File: config.mk
export PLATFORM = sky130hd
export DESIGN_NAME = lca_row_rule
export DESIGN_NICKNAME = d
export VERILOG_FILES = /design/src/hw/rtl/lca_pkg.sv /design/src/hw/rtl/lca_row_rule.sv
export SDC_FILE = /design/constraint.sdc
export NUM_CORES = 1
export LEC_CHECK = 0
export BUFFER_PORTS_ARGS = -buffer_cell sky130_fd_sc_hd__buf_2
export CAP_MARGIN = 20
export CORE_UTILIZATION = 25
export DETAILED_ROUTE_END_ITERATION = 12
export GPL_ROUTABILITY_DRIVEN = 0
export SLEW_MARGIN = 25
export SYNTH_ARGS = -nofsm -noshare
export SYNTH_HDL_FRONTEND = slang
export SYNTH_SLANG_ARGS = --single-unit
export TNS_END_PERCENT = 20
File: constraint.sdc
create_clock -name vclk -period 2.45
set_clock_uncertainty 0.15 [all_clocks]
set_input_delay 0 -clock vclk [all_inputs]
set_output_delay 0 -clock vclk [all_outputs]
set_load 0.02 [all_outputs]
File: src/hw/rtl/lca_pkg.sv
// Shared types for the Life cellular automaton unit: operation codes and
// controller states. No dependencies; imported by lca_row_rule and the top level.
package lca_pkg;

    typedef enum logic [1:0] {
        OP_WRITE   = 2'd0,
        OP_READ    = 2'd1,
        OP_ADVANCE = 2'd2
    } op_t;

    typedef enum logic [2:0] {
        ST_CLEAR,
        ST_IDLE,
        ST_ACCESS,
        ST_ADVANCE,
        ST_DONE
    } state_t;

endpackage

File: src/hw/rtl/lca_row_rule.sv
// Next-generation rule for one full grid row, one lane per cell, with wrap
// at the row ends. Depends on lca_pkg.
module lca_row_rule
    import lca_pkg::*;
#(
    parameter int WIDTH = 64
)
(
    input  logic [WIDTH-1:0] up,
    input  logic [WIDTH-1:0] mid,
    input  logic [WIDTH-1:0] dn,
    output logic [WIDTH-1:0] next_row
);

    for (genvar i = 0; i < WIDTH; i++)
    begin : g_lane
        localparam int L = (i == 0) ? WIDTH - 1 : i - 1;
        localparam int R = (i == WIDTH - 1) ? 0 : i + 1;
        logic [3:0] count;

        always_comb
        begin
            count = 4'(up[L]) + 4'(up[i]) + 4'(up[R])
                  + 4'(mid[L]) + 4'(mid[R])
                  + 4'(dn[L]) + 4'(dn[i]) + 4'(dn[R]);
            // birth on three, survival on two or three
            next_row[i] = (count == 4'd3) || (mid[i] && (count == 4'd2));
        end
    end

endmodule

Word-level counts from Yosys, hierarchy flattened --
Index checks and enable logic that the tools add are counted. W data, S select, Z words.
Word-level totals: register bits after elaboration 0, output and inout bits 64, word-level logic and storage cells 704
Cells by class: add/subtract/negate cells 448, eq/ne operators 128, reduce and logical (&&, ||, !) cells 128
Operators by type and width (count):
- $add A4 B1 Y4 | 256
- $eq A4 B2 Y1 const B | 128
- $add A3 B1 Y4 | 64
- $add A2 B1 Y3 | 64
- $add A1 B1 Y2 | 64
- $logic_and A1 B1 Y1 | 64
- $logic_or A1 B1 Y1 | 64

Depth between registers and ports, before layout --
word-level depth 10, mapped depth 9, gate-level depth less buffers 9

Worst setup path after synthesis --
OpenSTA, ideal clock, no wires.
path kind in2out, from input up[0], to output next_row[63], arrival time 2.707 ns, slack -0.407 ns, stages on the path 9, buffers on the path 0, cells stage by stage inv_1 > fa_1 > fa_1 > fa_1 > inv_1 > ha_1 > fa_1 > or2_1 > a21oi_1
On the way: cells in the longest elaborated chain, start to end 9
Ends and longest elaborated chain:
- from (decl) | RTL line lca_row_rule.sv:9 | input logic [WIDTH-1:0] up,
- $add A2 B1 Y3 (*) | RTL line lca_row_rule.sv:23 | count = 4'(up[L]) + 4'(up[i]) + 4'(up[R])
- $add A3 B1 Y4 (*) | RTL line lca_row_rule.sv:24 | + 4'(mid[L]) + 4'(mid[R])
- $add A4 B1 Y4 (*) | RTL line lca_row_rule.sv:24
- $add A4 B1 Y4 (*) (3 in series) | RTL line lca_row_rule.sv:25 | + 4'(dn[L]) + 4'(dn[i]) + 4'(dn[R]);
- $eq A4 B2 Y1 | RTL line lca_row_rule.sv:27 | next_row[i] = (count == 4'd3) || (mid[i] && (count == 4'd2));
- $logic_and A1 B1 Y1 | RTL line lca_row_rule.sv:27
- $logic_or A1 B1 Y1 (*) | RTL line lca_row_rule.sv:27
- to (decl) | RTL line lca_row_rule.sv:12 | output logic [WIDTH-1:0] next_row
Mark *: on every way between the ends. The rest lies on a longest branch, timed or not.

Worst setup path after layout --
from input up[1], to output next_row[2]
On the way: cells in the longest elaborated chain, start to end 10
Ends and longest elaborated chain (RTL line):
- $add A1 B1 Y2 (*) | lca_row_rule.sv:23
- $add A2 B1 Y3 (*) | lca_row_rule.sv:23
- $add A3 B1 Y4 (*) | lca_row_rule.sv:24
- $add A4 B1 Y4 (*) | lca_row_rule.sv:24
- $add A4 B1 Y4 (*) (3 in series) | lca_row_rule.sv:25
- $eq A4 B2 Y1 | lca_row_rule.sv:27
- $logic_and A1 B1 Y1 | lca_row_rule.sv:27
- $logic_or A1 B1 Y1 (*) | lca_row_rule.sv:27
Marks and branches as above.

==> flow_metrics.tcl <==
set metrics [dict create \
    outcome "finished with violations" \
    violations "negative setup slack" \
    p_leak_nw 8.30 \
    antenna_found_initial 4 \
    p_sw_mw 4.03 \
    path_class "input port to output pin" \
    fin_setup_tns_ns -27.84 \
    fin_crit_sh 1.22 \
    postCtsHoldBufs 0 \
    end_kind "output pin" \
    relSlewSlack 0.774 \
    synthesis.area_um2 10900 \
    rsz0062_at_grt "true" \
    layout_commonest_cell "inv_1" \
    avgSynthCellArea_um2 8.96 \
    drcViolationCount 0 \
    drt_iter0_drc 195 \
    maxSlewViolCount 0 \
    vias 9131 \
    synthToLayoutAreaGrowth_pct 46.7 \
    crit_arrival_ns 2.83 \
    layout_common_cells "inv_1 (371), buf_4 (219), fa_1 (208)" \
    synth_warnings 0 \
    grt_overflow 0 \
    wire_per_inst_um 11.7 \
    comb_power_share 1.000 \
    core-area_um2 43000 \
    multi_input_area_um2 10200 \
    netlist_instances 1215 \
    grt_max_degree 4 \
    finalHoldViolations 0 \
    final_nets 2307 \
    seqPwrFrac 0 \
    seq_area_um2 0 \
    grt_usage 0.121 \
    n_sequential_cell 0 \
    fmax_mhz 335 \
    hold_path_class "input port to output pin" \
    dieWidth_um 211 \
    die_h_um 211 \
    power.density_nw_per_um2 477 \
    layout.cells.non_filler 2251 \
    row_count 76 \
    io_buffers 256 \
    grt_pass1_wl_um 45600 \
    dr.pass1.iters 4 \
    ioPinCount 256 \
    grt_pass1_vias 10200 \
    start_util 0.253 \
    drive_gt1_frac 0.432 \
    fin_ws_ns -0.533 \
    seq_area_frac_synth 0 \
    finalWirelength_um 26300 \
    vdd.ir_drop.worst_v 0.000248 \
    cp_max_fo 3 \
    start_kind "input port" \
    clkPwrFrac 0 \
    vias_per_cell 4.06 \
    synth.distinct_cells 8 \
    worstPathRequired_ns 2.30 \
    p_int_mw 3.59 \
    worstMarginPinSlew_ns 0.336 \
    drv_cap 0 \
    swShare 0.529 \
    syn-num-nets 1855 \
    placed_cells 2247 \
    utilization 0.372 \
    die_area_um2 44400 \
    n_fill_cell 4411 \
    finalSetupViolations 64 \
    layout_min_cycle_time_ns 2.98 \
    ant_nets 0 \
    nClkBuffers 0 \
    hpwlAfterDp_um 25400 \
]
[kinds of logic after synthesis]
logic type,share of synthesized area
simple gates,0.0662
compound gates,0.0883
buf+inv,0.154
fa+ha+maj,0.691
[worst paths after layout]
| check | start | to | slack, ns | cells after the start |
|---|---|---|---|---|
| hold / removal | mid[30] | next_row[30] | 0.23 | 4 |
| setup / recovery | up[1] | next_row[2] | -0.53 | 11 |
[per-layer routing]
metal	track usage	vias up	share of wire
met2	0.235	155	0.53
li1	-	4568	-
met4	0.00775	6	0.0073
met1	0.149	4386	0.41
met3	0.0135	16	0.044
met5	0	-	0.0016
[cell type report]
class | count | share of cell area
multi-input combinational | 768 | 0.638
inverter | 447 | 0.109
tap | 585 | 0.0458
antenna | 1 | 0.000157
timing repair buffer | 450 | 0.207
[cell usage after synthesis (all sizes together)]
cell   count  share of area
a21oi    128          0.059
fa       256           0.47
ha       192           0.22
inv      447           0.15
nand3     64          0.029
o21ai     64          0.029
or2       64          0.037
[through the flow]
stage          power (mW)  instance area, µm²  worst slack [ns]  hold WS (ns)
2_1_floorplan        4.78               11600            -0.255        0.0346
3_3_place_gp         6.36               15000            -0.629         0.246
3_5_place_dp         6.67               15000            -0.627         0.243
4_1_cts              7.36               15600            -0.577         0.229
5_1_grt              8.69               16000            -0.630         0.242
6_report             7.61               16000            -0.533         0.228
[power groups by stage]
stage / Sequential (mW) / Clock, mW / Combinational (mW)
floorplan: 0 / 0 / 4.78
global placement: 0 / 0 / 6.36
detailed placement: 0 / 0 / 6.67
CTS: 0 / 0 / 7.36
global route: 0 / 0 / 8.69
finish: 0 / 0.0000000545 / 7.61
[what timing repair did]
action / CTS / global route
gates resized for setup: 231 / 150
gates cloned: 0 / 0
buffers inserted: 1 / 2
setup endpoints to repair: 64 / 64
pin swaps: 53 / 60
[worst max-delay path: stages]
cell	delay [ns]
buf_6	0.07
clkinvlp_4	0.12
fa_1	0.49
fa_1	0.52
fa_1	0.56
inv_2	0.04
ha_4	0.16
fa_2	0.36
or2_4	0.25
a21oi_4	0.12
buf_6	0.13
Power figures use the tool's default switching activity.
